## src/mdc_pkg.sv

```systemverilog
`timescale 1ns / 1ps
// ----------------------------------------------------------------------------
// Multiply/divide register block package
// Shared widths, register offsets, access codes, controller states and the
// command/status structs between the controller and the datapath.
// ----------------------------------------------------------------------------
package mdc_pkg;

  // Field and register widths.
  localparam int unsigned OfsW   = 7;
  localparam int unsigned ByteW  = 8;
  localparam int unsigned OpW    = 32;
  localparam int unsigned ProdW  = 2 * OpW;
  localparam int unsigned InTdW  = 16;

  // Divider sequencing: one quotient bit per cycle.
  localparam int unsigned DivSteps = OpW;
  localparam int unsigned DivCntW  = $clog2(DivSteps);

  // Register offsets inside the window.
  localparam logic [OfsW-1:0] OFS_STATUS = 7'h0F;
  localparam logic [OfsW-1:0] OFS_REM    = 7'h68;
  localparam logic [OfsW-1:0] OFS_QUO    = 7'h6C;
  localparam logic [OfsW-1:0] OFS_OPA    = 7'h70;
  localparam logic [OfsW-1:0] OFS_OPB    = 7'h74;
  localparam logic [OfsW-1:0] OFS_PROD   = 7'h78;

  // Status bits kept on an operand write (the two busy bits are cleared).
  localparam logic [ByteW-1:0] BUSY_KEEP = 8'h3F;

  // Quotient reported for a zero divisor.
  localparam logic [OpW-1:0] DIV0_QUOTIENT = '1;

  // Access kind carried on tuser.
  localparam logic ACT_READ  = 1'b0;
  localparam logic ACT_WRITE = 1'b1;

  typedef enum logic [1:0] {
    ST_IDLE,
    ST_START,
    ST_DIV
  } ctl_state_e;

  // Commands from the controller to the datapath.
  typedef struct packed {
    logic load;   // Accept the access beat: update registers, latch read data.
    logic start;  // Form the product and seed the divider.
    logic step;   // Run one divider iteration.
    logic last;   // Final iteration: commit quotient and remainder.
  } ctl_cmd_t;

  // Status from the datapath to the controller.
  typedef struct packed {
    logic op_write;  // The offered beat writes an operand byte.
  } dp_status_t;

endpackage

```

## src/mdc_datapath.sv

```systemverilog
`timescale 1ns / 1ps
// ----------------------------------------------------------------------------
// Multiply/divide datapath
// Holds the operand, result and status registers, the read mux, the product
// register and a restoring radix-2 divider that resolves one bit per cycle.
// ----------------------------------------------------------------------------
module mdc_datapath
  import mdc_pkg::*;
(
  input  logic             clk_i,
  input  logic             rst_ni,
  input  ctl_cmd_t         cmd_i,
  input  logic             action_i,
  input  logic [OfsW-1:0]  address_offset_i,
  input  logic [ByteW-1:0] write_data_i,
  output dp_status_t       status_o,
  output logic [ByteW-1:0] read_data_o
);

  logic [OpW-1:0]   op_a_q, op_b_q;
  logic [ProdW-1:0] product_q;
  logic [OpW-1:0]   quotient_q, remainder_q;
  logic [ByteW-1:0] status_q;
  logic [OpW-1:0]   div_rem_q, div_quo_q;
  logic [ByteW-1:0] out_data_q;

  logic             is_opa, is_opb;
  logic [ByteW-1:0] rd_byte;
  logic [ProdW-1:0] prod_c;
  logic [OpW:0]     div_shift, div_diff;
  logic [OpW-1:0]   rem_n, quo_n;
  logic             b_zero;

  // Address decode of the offered beat.
  assign is_opa = (address_offset_i >= OFS_OPA) && (address_offset_i < OFS_OPB);
  assign is_opb = (address_offset_i >= OFS_OPB) && (address_offset_i < OFS_PROD);
  assign status_o.op_write = (action_i == ACT_WRITE) && (is_opa || is_opb);

  // Read mux over the register window.
  always_comb begin
    rd_byte = '0;
    priority if (address_offset_i == OFS_STATUS) begin
      rd_byte = status_q;
    end else if (address_offset_i >= OFS_PROD) begin
      rd_byte = product_q[address_offset_i[2:0]*ByteW +: ByteW];
    end else if (address_offset_i >= OFS_OPB) begin
      rd_byte = op_b_q[address_offset_i[1:0]*ByteW +: ByteW];
    end else if (address_offset_i >= OFS_OPA) begin
      rd_byte = op_a_q[address_offset_i[1:0]*ByteW +: ByteW];
    end else if (address_offset_i >= OFS_QUO) begin
      rd_byte = quotient_q[address_offset_i[1:0]*ByteW +: ByteW];
    end else if (address_offset_i >= OFS_REM) begin
      rd_byte = remainder_q[address_offset_i[1:0]*ByteW +: ByteW];
    end else begin
      rd_byte = '0;
    end
  end

  // Single 32x32 multiply, registered into the product.
  assign prod_c = ProdW'(op_a_q) * ProdW'(op_b_q);

  // One restoring division step: shift in the next dividend bit, try to subtract.
  assign div_shift = {div_rem_q, div_quo_q[OpW-1]};
  assign div_diff  = div_shift - {1'b0, op_b_q};
  always_comb begin
    if (!div_diff[OpW]) begin
      rem_n = div_diff[OpW-1:0];
      quo_n = {div_quo_q[OpW-2:0], 1'b1};
    end else begin
      rem_n = div_shift[OpW-1:0];
      quo_n = {div_quo_q[OpW-2:0], 1'b0};
    end
  end

  assign b_zero = (op_b_q == '0);

  // Bus-visible registers and the response byte.
  always_ff @(posedge clk_i or negedge rst_ni) begin
    if (!rst_ni) begin
      op_a_q     <= '0;
      op_b_q     <= '0;
      status_q   <= '0;
      out_data_q <= '0;
    end else if (cmd_i.load) begin
      if (action_i == ACT_WRITE) begin
        out_data_q <= '0;
        if (address_offset_i == OFS_STATUS) begin
          status_q <= write_data_i;
        end else if (is_opa) begin
          op_a_q[address_offset_i[1:0]*ByteW +: ByteW] <= write_data_i;
          status_q <= status_q & BUSY_KEEP;
        end else if (is_opb) begin
          op_b_q[address_offset_i[1:0]*ByteW +: ByteW] <= write_data_i;
          status_q <= status_q & BUSY_KEEP;
        end
      end else begin
        out_data_q <= rd_byte;
      end
    end
  end

  // Product, divider working registers and committed results.
  always_ff @(posedge clk_i or negedge rst_ni) begin
    if (!rst_ni) begin
      product_q   <= '0;
      quotient_q  <= '0;
      remainder_q <= '0;
      div_rem_q   <= '0;
      div_quo_q   <= '0;
    end else if (cmd_i.start) begin
      product_q <= prod_c;
      div_rem_q <= '0;
      div_quo_q <= op_a_q;
    end else if (cmd_i.step) begin
      div_rem_q <= rem_n;
      div_quo_q <= quo_n;
      if (cmd_i.last) begin
        // A zero divisor reports all ones and hands back the dividend.
        quotient_q  <= b_zero ? DIV0_QUOTIENT : quo_n;
        remainder_q <= b_zero ? op_a_q : rem_n;
      end
    end
  end

  assign read_data_o = out_data_q;

endmodule

```

## src/mdc_controller.sv

```systemverilog
`timescale 1ns / 1ps
// ----------------------------------------------------------------------------
// Multiply/divide controller
// Handshakes the access and response beats and sequences the product and the
// bit-serial divide after every operand write.
// ----------------------------------------------------------------------------
module mdc_controller
  import mdc_pkg::*;
(
  input  logic       clk_i,
  input  logic       rst_ni,
  input  logic       in_valid_i,
  output logic       in_ready_o,
  output logic       out_valid_o,
  input  logic       out_ready_i,
  input  dp_status_t status_i,
  output ctl_cmd_t   cmd_o
);

  ctl_state_e         state_q, state_d;
  logic [DivCntW-1:0] cnt_q, cnt_d;
  logic               out_valid_q, out_valid_d;
  logic               accept, cnt_last;

  assign in_ready_o  = (state_q == ST_IDLE) && (!out_valid_q || out_ready_i);
  assign accept      = in_valid_i && in_ready_o;
  assign cnt_last    = (cnt_q == DivCntW'(DivSteps - 1));
  assign out_valid_o = out_valid_q;

  // Next state.
  always_comb begin
    state_d = state_q;
    unique case (state_q)
      ST_IDLE:  if (accept && status_i.op_write) state_d = ST_START;
      ST_START: state_d = ST_DIV;
      ST_DIV:   if (cnt_last) state_d = ST_IDLE;
      default:  state_d = ST_IDLE;
    endcase
  end

  // Datapath commands and counters.
  always_comb begin
    cmd_o       = '0;
    cmd_o.load  = accept;
    cnt_d       = cnt_q;
    out_valid_d = out_valid_q;
    if (out_valid_q && out_ready_i) begin
      out_valid_d = 1'b0;
    end
    if (accept) begin
      out_valid_d = 1'b1;
    end
    unique case (state_q)
      ST_IDLE:  cnt_d = '0;
      ST_START: cmd_o.start = 1'b1;
      ST_DIV: begin
        cmd_o.step = 1'b1;
        cmd_o.last = cnt_last;
        cnt_d      = cnt_q + 1'b1;
      end
      default:  cnt_d = '0;
    endcase
  end

  always_ff @(posedge clk_i or negedge rst_ni) begin
    if (!rst_ni) begin
      state_q     <= ST_IDLE;
      cnt_q       <= '0;
      out_valid_q <= 1'b0;
    end else begin
      state_q     <= state_d;
      cnt_q       <= cnt_d;
      out_valid_q <= out_valid_d;
    end
  end

endmodule

```

## src/mul_div_coprocessor_registers_unit.sv

```systemverilog
`timescale 1ns / 1ps
// ----------------------------------------------------------------------------
// Multiply/divide coprocessor register block
// Byte-wide register window of an unsigned 32-bit multiply/divide unit.
// ----------------------------------------------------------------------------
// Each access beat (tuser: 0 read, 1 write) returns one response beat with the
// byte read, or zero for a write. A read, a status write or a write to any
// other offset is answered in the next cycle and the block is ready again at once.
// Writing an operand byte is answered in the next cycle as well, but the block
// then takes no new access while it recomputes: the start state forms the 64-bit
// product in a single multiplier, and the restoring divider then resolves one
// quotient bit per cycle for all 32 bits. A new access is taken while a response
// still waits, as long as that response is taken in the same cycle.
// ----------------------------------------------------------------------------
module mul_div_coprocessor_registers_unit
  import mdc_pkg::*;
(
  input  logic             clk_i,
  input  logic             rst_ni,
  input  logic             s_axis_tvalid_i,
  output logic             s_axis_tready_o,
  input  logic [InTdW-1:0] s_axis_tdata_i,   // [6:0] address_offset, [14:7] write_data
  input  logic             s_axis_tuser_i,   // [0] action
  output logic             m_axis_tvalid_o,
  input  logic             m_axis_tready_i,
  output logic [ByteW-1:0] m_axis_tdata_o    // [7:0] read_data
);

  ctl_cmd_t   cmd;
  dp_status_t dp_status;

  mdc_controller u_ctl (
    .clk_i       (clk_i),
    .rst_ni      (rst_ni),
    .in_valid_i  (s_axis_tvalid_i),
    .in_ready_o  (s_axis_tready_o),
    .out_valid_o (m_axis_tvalid_o),
    .out_ready_i (m_axis_tready_i),
    .status_i    (dp_status),
    .cmd_o       (cmd)
  );

  mdc_datapath u_dp (
    .clk_i            (clk_i),
    .rst_ni           (rst_ni),
    .cmd_i            (cmd),
    .action_i         (s_axis_tuser_i),
    .address_offset_i (s_axis_tdata_i[OfsW-1:0]),
    .write_data_i     (s_axis_tdata_i[OfsW +: ByteW]),
    .status_o         (dp_status),
    .read_data_o      (m_axis_tdata_o)
  );

  // Every accepted access produces a response beat in the next cycle.
  a_resp_follows: assert property (@(posedge clk_i) disable iff (!rst_ni)
    s_axis_tvalid_i && s_axis_tready_o |=> m_axis_tvalid_o)
    else $error("response beat missing after an accepted access");

  // An operand write blocks new accesses while the results are recomputed.
  a_busy_after_op: assert property (@(posedge clk_i) disable iff (!rst_ni)
    s_axis_tvalid_i && s_axis_tready_o && s_axis_tuser_i
      && (s_axis_tdata_i[6:3] == 4'hE) |=> !s_axis_tready_o)
    else $error("access taken during recompute");

  // Unmapped offsets read as zero; checked here for offset 0x00.
  a_unmapped_zero: assert property (@(posedge clk_i) disable iff (!rst_ni)
    s_axis_tvalid_i && s_axis_tready_o && !s_axis_tuser_i
      && (s_axis_tdata_i[6:0] == 7'h00) |=> m_axis_tdata_o == 8'h00)
    else $error("unmapped offset returned nonzero data");

endmodule
```

## config.mk

```make
export PLATFORM = sky130hd
export DESIGN_NAME = mul_div_coprocessor_registers_unit
export DESIGN_NICKNAME = d
export VERILOG_FILES = /design/src/mdc_pkg.sv /design/src/mdc_datapath.sv /design/src/mdc_controller.sv /design/src/mul_div_coprocessor_registers_unit.sv
export SDC_FILE = /design/constraint.sdc
export NUM_CORES = 2
export LEC_CHECK = 0
export BUFFER_PORTS_ARGS = -buffer_cell sky130_fd_sc_hd__buf_2
export CORE_MARGIN = 2
export CORE_UTILIZATION = 35
export DETAILED_ROUTE_END_ITERATION = 16
export PLACE_DENSITY = 0.59
export SLEW_MARGIN = 20
export SYNTH_ARGS = -nofsm -noshare
export SYNTH_HDL_FRONTEND = slang
export SYNTH_SLANG_ARGS = --single-unit
```

## constraint.sdc

```tcl
create_clock -name clk_i -period 8.4 [get_ports clk_i]
set_input_delay 1.68 -clock clk_i [delete_from_list [all_inputs] [get_ports clk_i]]
set_output_delay 1.68 -clock clk_i [all_outputs]
set_load 0.02 [all_outputs]
```

Word level (Yosys, flattened, before mapping)
Index checks and enable logic that the tools add are counted.
Widths: inputs -> output; s select.
Operators by class
  add/sub/neg operators: 3
  multipliers: 1
  order comparisons: 7
  equal/unequal tests: 6
  shift operators: 7
  mux-type cells: 28
  bitwise gates (word level): 3
  reduce and logical (&&, ||, !) cells: 21
Operators with widths (number)
  $mux 32: 7
  $shiftx 32x6->8: 4
  $mux 8: 10
  $bwmux 32: 2
  $mul 32x32->64: 1
  $shiftx 64x7->8: 1
  $ge 7x7->1 const B: 5
  $neg 5->34: 1
  $shift 8x34->32 const A: 1
  $shiftx 8x34->32: 1
  $sub 33x32->33: 1
  $logic_not 32->1: 1
  $lt 7x7->1 const B: 2
  $pmux 5 s2: 1
  $reduce_and 3->1: 3
  $eq 7x4->1 const B: 1
  $logic_and 1x1->1: 7
  $mux 2: 3
  $pmux 2 s3: 1
  $add 5x1->5 const B: 1
  $eq 5x5->1 const B: 1
  $reduce_and 5->1: 1
  $mux 1: 4
  $reduce_and 4->1: 1
  other kinds (11): 15
Word-level totals
  register bits after elaboration: 280
  bits of input ports: 21
  output and inout bits: 10

Depth between registers and ports, before layout
  word-level depth: 8
  gate-level depth with buffers: 29

Cells and area by module
Synthesis repeated with hierarchy kept, for this count alone.
Second synthesis, totals
  cells, all modules: 5247
  area, all modules: 48634.1 µm²
By module, submodules not included
  mdc_datapath: times used 1, cells an instance 5209, area each 48236.3 µm²
  mdc_controller: times used 1, cells an instance 38, area each 397.9 µm²

Worst setup path after synthesis
No wires, ideal clock.
  kind: register -> register
  start: register u_dp.op_a_q[16]
  end: register u_dp.product_q[60]
  setup time: 0.095 ns
  arrival time: 7.267 ns
  setup slack: 1.037 ns
  cell stages (with the launch flop): 28
  path buffers: 3
  path through: dfrtp_1 -> clkbuf_1 -> clkbuf_1 -> and2_1 -> fa_1 -> inv_1 -> fa_1 -> fa_1 -> fa_1 -> inv_1 -> fa_1 -> inv_1 -> fa_1 -> inv_1 -> fa_1 -> fa_1 -> ha_1 -> clkbuf_1 -> nand3_1 -> nor2_1 -> nand2_1 -> a2111oi_0 -> o21bai_1 -> a21oi_1 -> o21ai_1 -> or3_1 -> and4_1 -> o31ai_1
On the way
  longest elaborated chain between the ends: 1
Ends and longest elaborated chain
  start, declared: RTL line mdc_datapath.sv:20  | logic [OpW-1:0] op_a_q, op_b_q;
  start signal, assigned by index: RTL line mdc_datapath.sv:90  | op_a_q[address_offset_i[1:0]*ByteW +: ByteW] <= write_data_i;
  $mul 32x32->64: RTL line mdc_datapath.sv:60  | assign prod_c = ProdW'(op_a_q) * ProdW'(op_b_q);
  end signal, assigned: RTL line mdc_datapath.sv:111  | product_q <= prod_c;
  end, declared: RTL line mdc_datapath.sv:21  | logic [ProdW-1:0] product_q;
No other way between the ends.
A chain may end at the register's enable or synchronous reset.

Final worst setup path
  start: register u_dp.op_b_q[11]
  end: register u_dp.product_q[60]
On the way
  longest elaborated chain between the ends: 1
Ends and longest elaborated chain
  start, declared: RTL line mdc_datapath.sv:20
  start signal, assigned by index: RTL line mdc_datapath.sv:93  | op_b_q[address_offset_i[1:0]*ByteW +: ByteW] <= write_data_i;
  $mul 32x32->64: RTL line mdc_datapath.sv:60
No other way between the ends.

==> flow_summary.rst <==
.. list-table::
   :header-rows: 1

   * - Metric
     - Value
   * - Row Count
     - 137
   * - Count of H-tree levels built during CTS
     - 1
   * - Skew final
     - 0.02708 ns
   * - Routability Congestion
     - 0.9220
   * - Pre-Repair DR Iteration Count
     - 6
   * - Max-capacitance violation count
     - 0
   * - WL per Instance
     - 19.59 um
   * - Data required time of the worst path
     - 8.87 ns
   * - Number of nets in the synthesized netlist
     - 6551
   * - Synthesized-area fraction occupied by ao, oa, aoi and oai cells
     - 8.384%
   * - Transition time of the tightest slew-check pin
     - 1.072 ns
   * - Number of failing hold endpoints at the final stage
     - 0
   * - Yosys Warn Count
     - 0
   * - Slack of the worst reg-to-reg path
     - 0.34 ns
   * - Total routing resource utilization after global routing
     - 20.06%
   * - Number of antenna violations at the first check in global routing
     - 8
   * - Status
     - completed
   * - Hold-fix buffers at CTS
     - 0
   * - Area delta synth->final
     - 7.703%
   * - Final WL
     - 139300 um
   * - Cell type contributing the most total cell area after synthesis
     - fa_1
   * - Total half-perimeter wirelength after legalization and detailed placement
     - 109700 um
   * - Share of Yosys cell area claimed by the top area cell type
     - 36.47%
   * - Sequential area share after synthesis
     - 14.23%
   * - Max transition margin
     - 28.54%
   * - Fraction of the cycle the final worst path needs
     - 95.98%
   * - Remaining global-route overflow
     - 0
   * - Number of library cell types mapped by synthesis
     - 74
   * - Vias in the first global route
     - 38700
   * - Synthesized-area fraction occupied by adder cells
     - 44.25%
   * - Max-slew violation count
     - 0
   * - Root buf cell
     - clkbuf_16
   * - Endpoint arrival time on the critical path
     - 8.53 ns
   * - Path class of the lowest-slack min-delay path
     - reg2reg
   * - Maximum frequency from static timing analysis
     - 0.1240 GHz
   * - Fraction of registers with async set or reset after synthesis
     - 100.0%
   * - Global-route wire length before repair
     - 225100 um
   * - Source-to-sink clock delay at the later pin of the worst-skew pair
     - 0.59 ns
   * - Remaining routing DRC violations
     - 0
   * - Vias per std cell
     - 5.144
   * - Number of synthesized flops with an enable pin
     - 0
   * - Simple logic cell fraction of the synthesized area
     - 16.08%
   * - Y dimension of the die
     - 379.1 um
   * - Leading cell type in the layout, fill and taps excluded
     - inv_1
   * - Post-synthesis average cell area
     - 9.242 um2
   * - Die X
     - 379.1 um
   * - Most used cells in the layout excluding fill and tap cells
     - inv_1 (976), fa_1 (897), nand2_1 (666)
   * - Total clock buffers created by CTS
     - 31
   * - Critical path startpoint category
     - flop
   * - Crit end category
     - flop
   * - Final hold slack
     - 0.4643 ns
   * - Static leakage
     - 26.27 nW
   * - Layout cells sized above 1
     - 8.451%
   * - RSZ-0062 raised after global routing
     - no
   * - Dominant combinational cell family by area after synthesis
     - adder cells
   * - CTS sink cnt
     - 280
   * - Buffer depth of the longest clock path
     - 3
   * - Antenna-violating nets left
     - 0
   * - TritonCTS clock tree
     - built
   * - Power density over the cells
     - 116.1 mW/mm2
   * - Starting density of the core
     - 35.29%
   * - Final TNS setup
     - 0 ns
   * - Pin count of the biggest net entering global routing
     - 91
   * - Xor/xnor cell area share of the yosys netlist
     - 1.423%
   * - Standard cell core area
     - 0.1395 mm2
   * - Classification of the worst setup path
     - reg2reg
   * - Prevailing post-synth register cell
     - dfrtp_1
   * - Net count of the finished layout
     - 6431
   * - Full die area
     - 0.1437 mm2
   * - Clk slew on worst S/H paths
     - 0.07 ns
   * - Number of buffers added on ports
     - 29
   * - I/O pin cnt
     - 31
   * - Routed vias
     - 36560
   * - Flop and latch count out of synthesis
     - 280
   * - Largest fanout on the critical path
     - 14
   * - IR drop worst, VDD
     - 0.2253 mV
   * - Post-layout min period
     - 8.062 ns
   * - Combined area of all synthesized cells
     - 0.04923 mm2
   * - Largest cells by area after synthesis
     - fa_1 (36%), dfrtp_1 (14%), and2_1 (7.9%), ha_1 (7.8%), inv_1 (7.4%)
   * - Finish-stage setup viols
     - 0
   * - Share of cell area taken by muxes after synthesis
     - 5.309%
   * - Cells after Synth
     - 5327
   * - Iteration-0 DRC count of the detailed router
     - 2703
flip-flops by register name (all words and copies together) (netlist names), 8 cells and up:
signal            flops
u_dp.read_data_o      8
u_dp.op_b_q          32
u_dp.status_q         8
u_dp.div_quo_q       32
u_dp.quotient_q      32
u_dp.remainder_q     32
u_dp.product_q       64
u_dp.div_rem_q       32
u_dp.op_a_q          32
metal layers:
layer	track usage [%]	up-vias	share of wire, %
li1	-	16260	-
met5	0	-	0.022
met2	33.40	1088	47
met4	5.818	6	3.6
met3	2.605	251	5.8
met1	27.26	18960	43
per-stage QoR:
step	instances	total power [mW]	util, %	setup WS (ns)	cell area, um2
after floorplan	5327	3.953	-	1.037	49230
after global placement	7050	4.673	37.23	-0.2254	51940
final	7108	6.154	38.00	0.3380	53030
after global routing	7106	6.533	38.00	0.002495	53020
after CTS	7106	6.110	37.97	0.02429	52970
after detailed placement	7050	4.729	37.23	-0.2742	51940
final timing paths:
check / startpoint / to / cells past startpoint
max in group asynchronous: rst_ni / u_dp.op_b_q[12]$_DFFE_PN0P_ / 2
min reg2reg: u_dp.quotient_q[27]$_DFFE_PN0P_ / u_dp.quotient_q[27]$_DFFE_PN0P_ / 2
min in group asynchronous: rst_ni / u_dp.div_rem_q[11]$_DFFE_PN0P_ / 1
max reg2reg: u_dp.op_b_q[11]$_DFFE_PN0P_ / u_dp.product_q[60]$_DFFE_PN0P_ / 24
min: u_dp.quotient_q[27]$_DFFE_PN0P_ / u_dp.quotient_q[27]$_DFFE_PN0P_ / 2
max: u_dp.op_b_q[11]$_DFFE_PN0P_ / u_dp.product_q[60]$_DFFE_PN0P_ / 24
repair_timing:
item | 4_1_cts | 5_1_grt
setup buffers | 0 | 0
setup endpoints to repair | 9 | 17
gates resized for setup | 6 | 21
synth_stat cells, drive strengths merged (39+ instances only):
library cell / n
nor2: 112
o21ai: 207
and2: 622
fa: 897
o22ai: 47
ha: 306
xnor2: 45
mux2i: 71
mux2: 57
a21o: 48
clkbuf: 350
dfrtp: 280
nand2: 667
and3: 39
a21oi: 169
inv: 976
mux4: 56
worst max-delay path, cell delays in order (launching register included):
cell and delay (ns):
dfrtp_1 0.61, buf_4 0.33, and2_1 0.19, fa_1 0.42, fa_1 0.49, inv_1 0.06, fa_1 0.49, fa_1 0.51
inv_1 0.06, fa_1 0.55, fa_1 0.44, fa_1 0.57, fa_1 0.46, ha_1 0.39, nand3_1 0.17, nor2_2 0.21
nand2_1 0.11, a2111oi_4 0.36, buf_4 0.19, o21bai_2 0.11, a21oi_1 0.26, o21ai_1 0.20, or3_1 0.37, and4_1 0.19
o31ai_1 0.19
layout make-up:
class	count	area [um2]
Antenna cell	2	5.005
Multi-Input combinational cell	3700	37220
Sequential cell	280	7036
Inverter	976	3664
Clock buffer	46	902.1
Clock inverter	10	113.9
Fill cell	14160	86500
Tap cell	1876	2347
Timing Repair Buffer	218	1739
kinds of logic (layout without fill, tap and decap cells):
logic type / count (synthesis) / count (layout)
adder cells (fa/ha/maj): 1203 / 1203
AND/OR/NAND/NOR: 1580 / 1580
flip-flops: 280 / 280
other: 0 / 2
AO/OA/AOI/OAI: 653 / 653
buffers and inverters: 1347 / 1250
XOR/XNOR: 80 / 80
multiplexers: 184 / 184
report_power, final:
part / internal [mW] / switching, mW
logic: 1.11 / 1.93
registers: 1.54 / 0.202
clock network: 0.800 / 0.577
total: 3.45 / 2.70
Power figures use the tool's default switching activity.
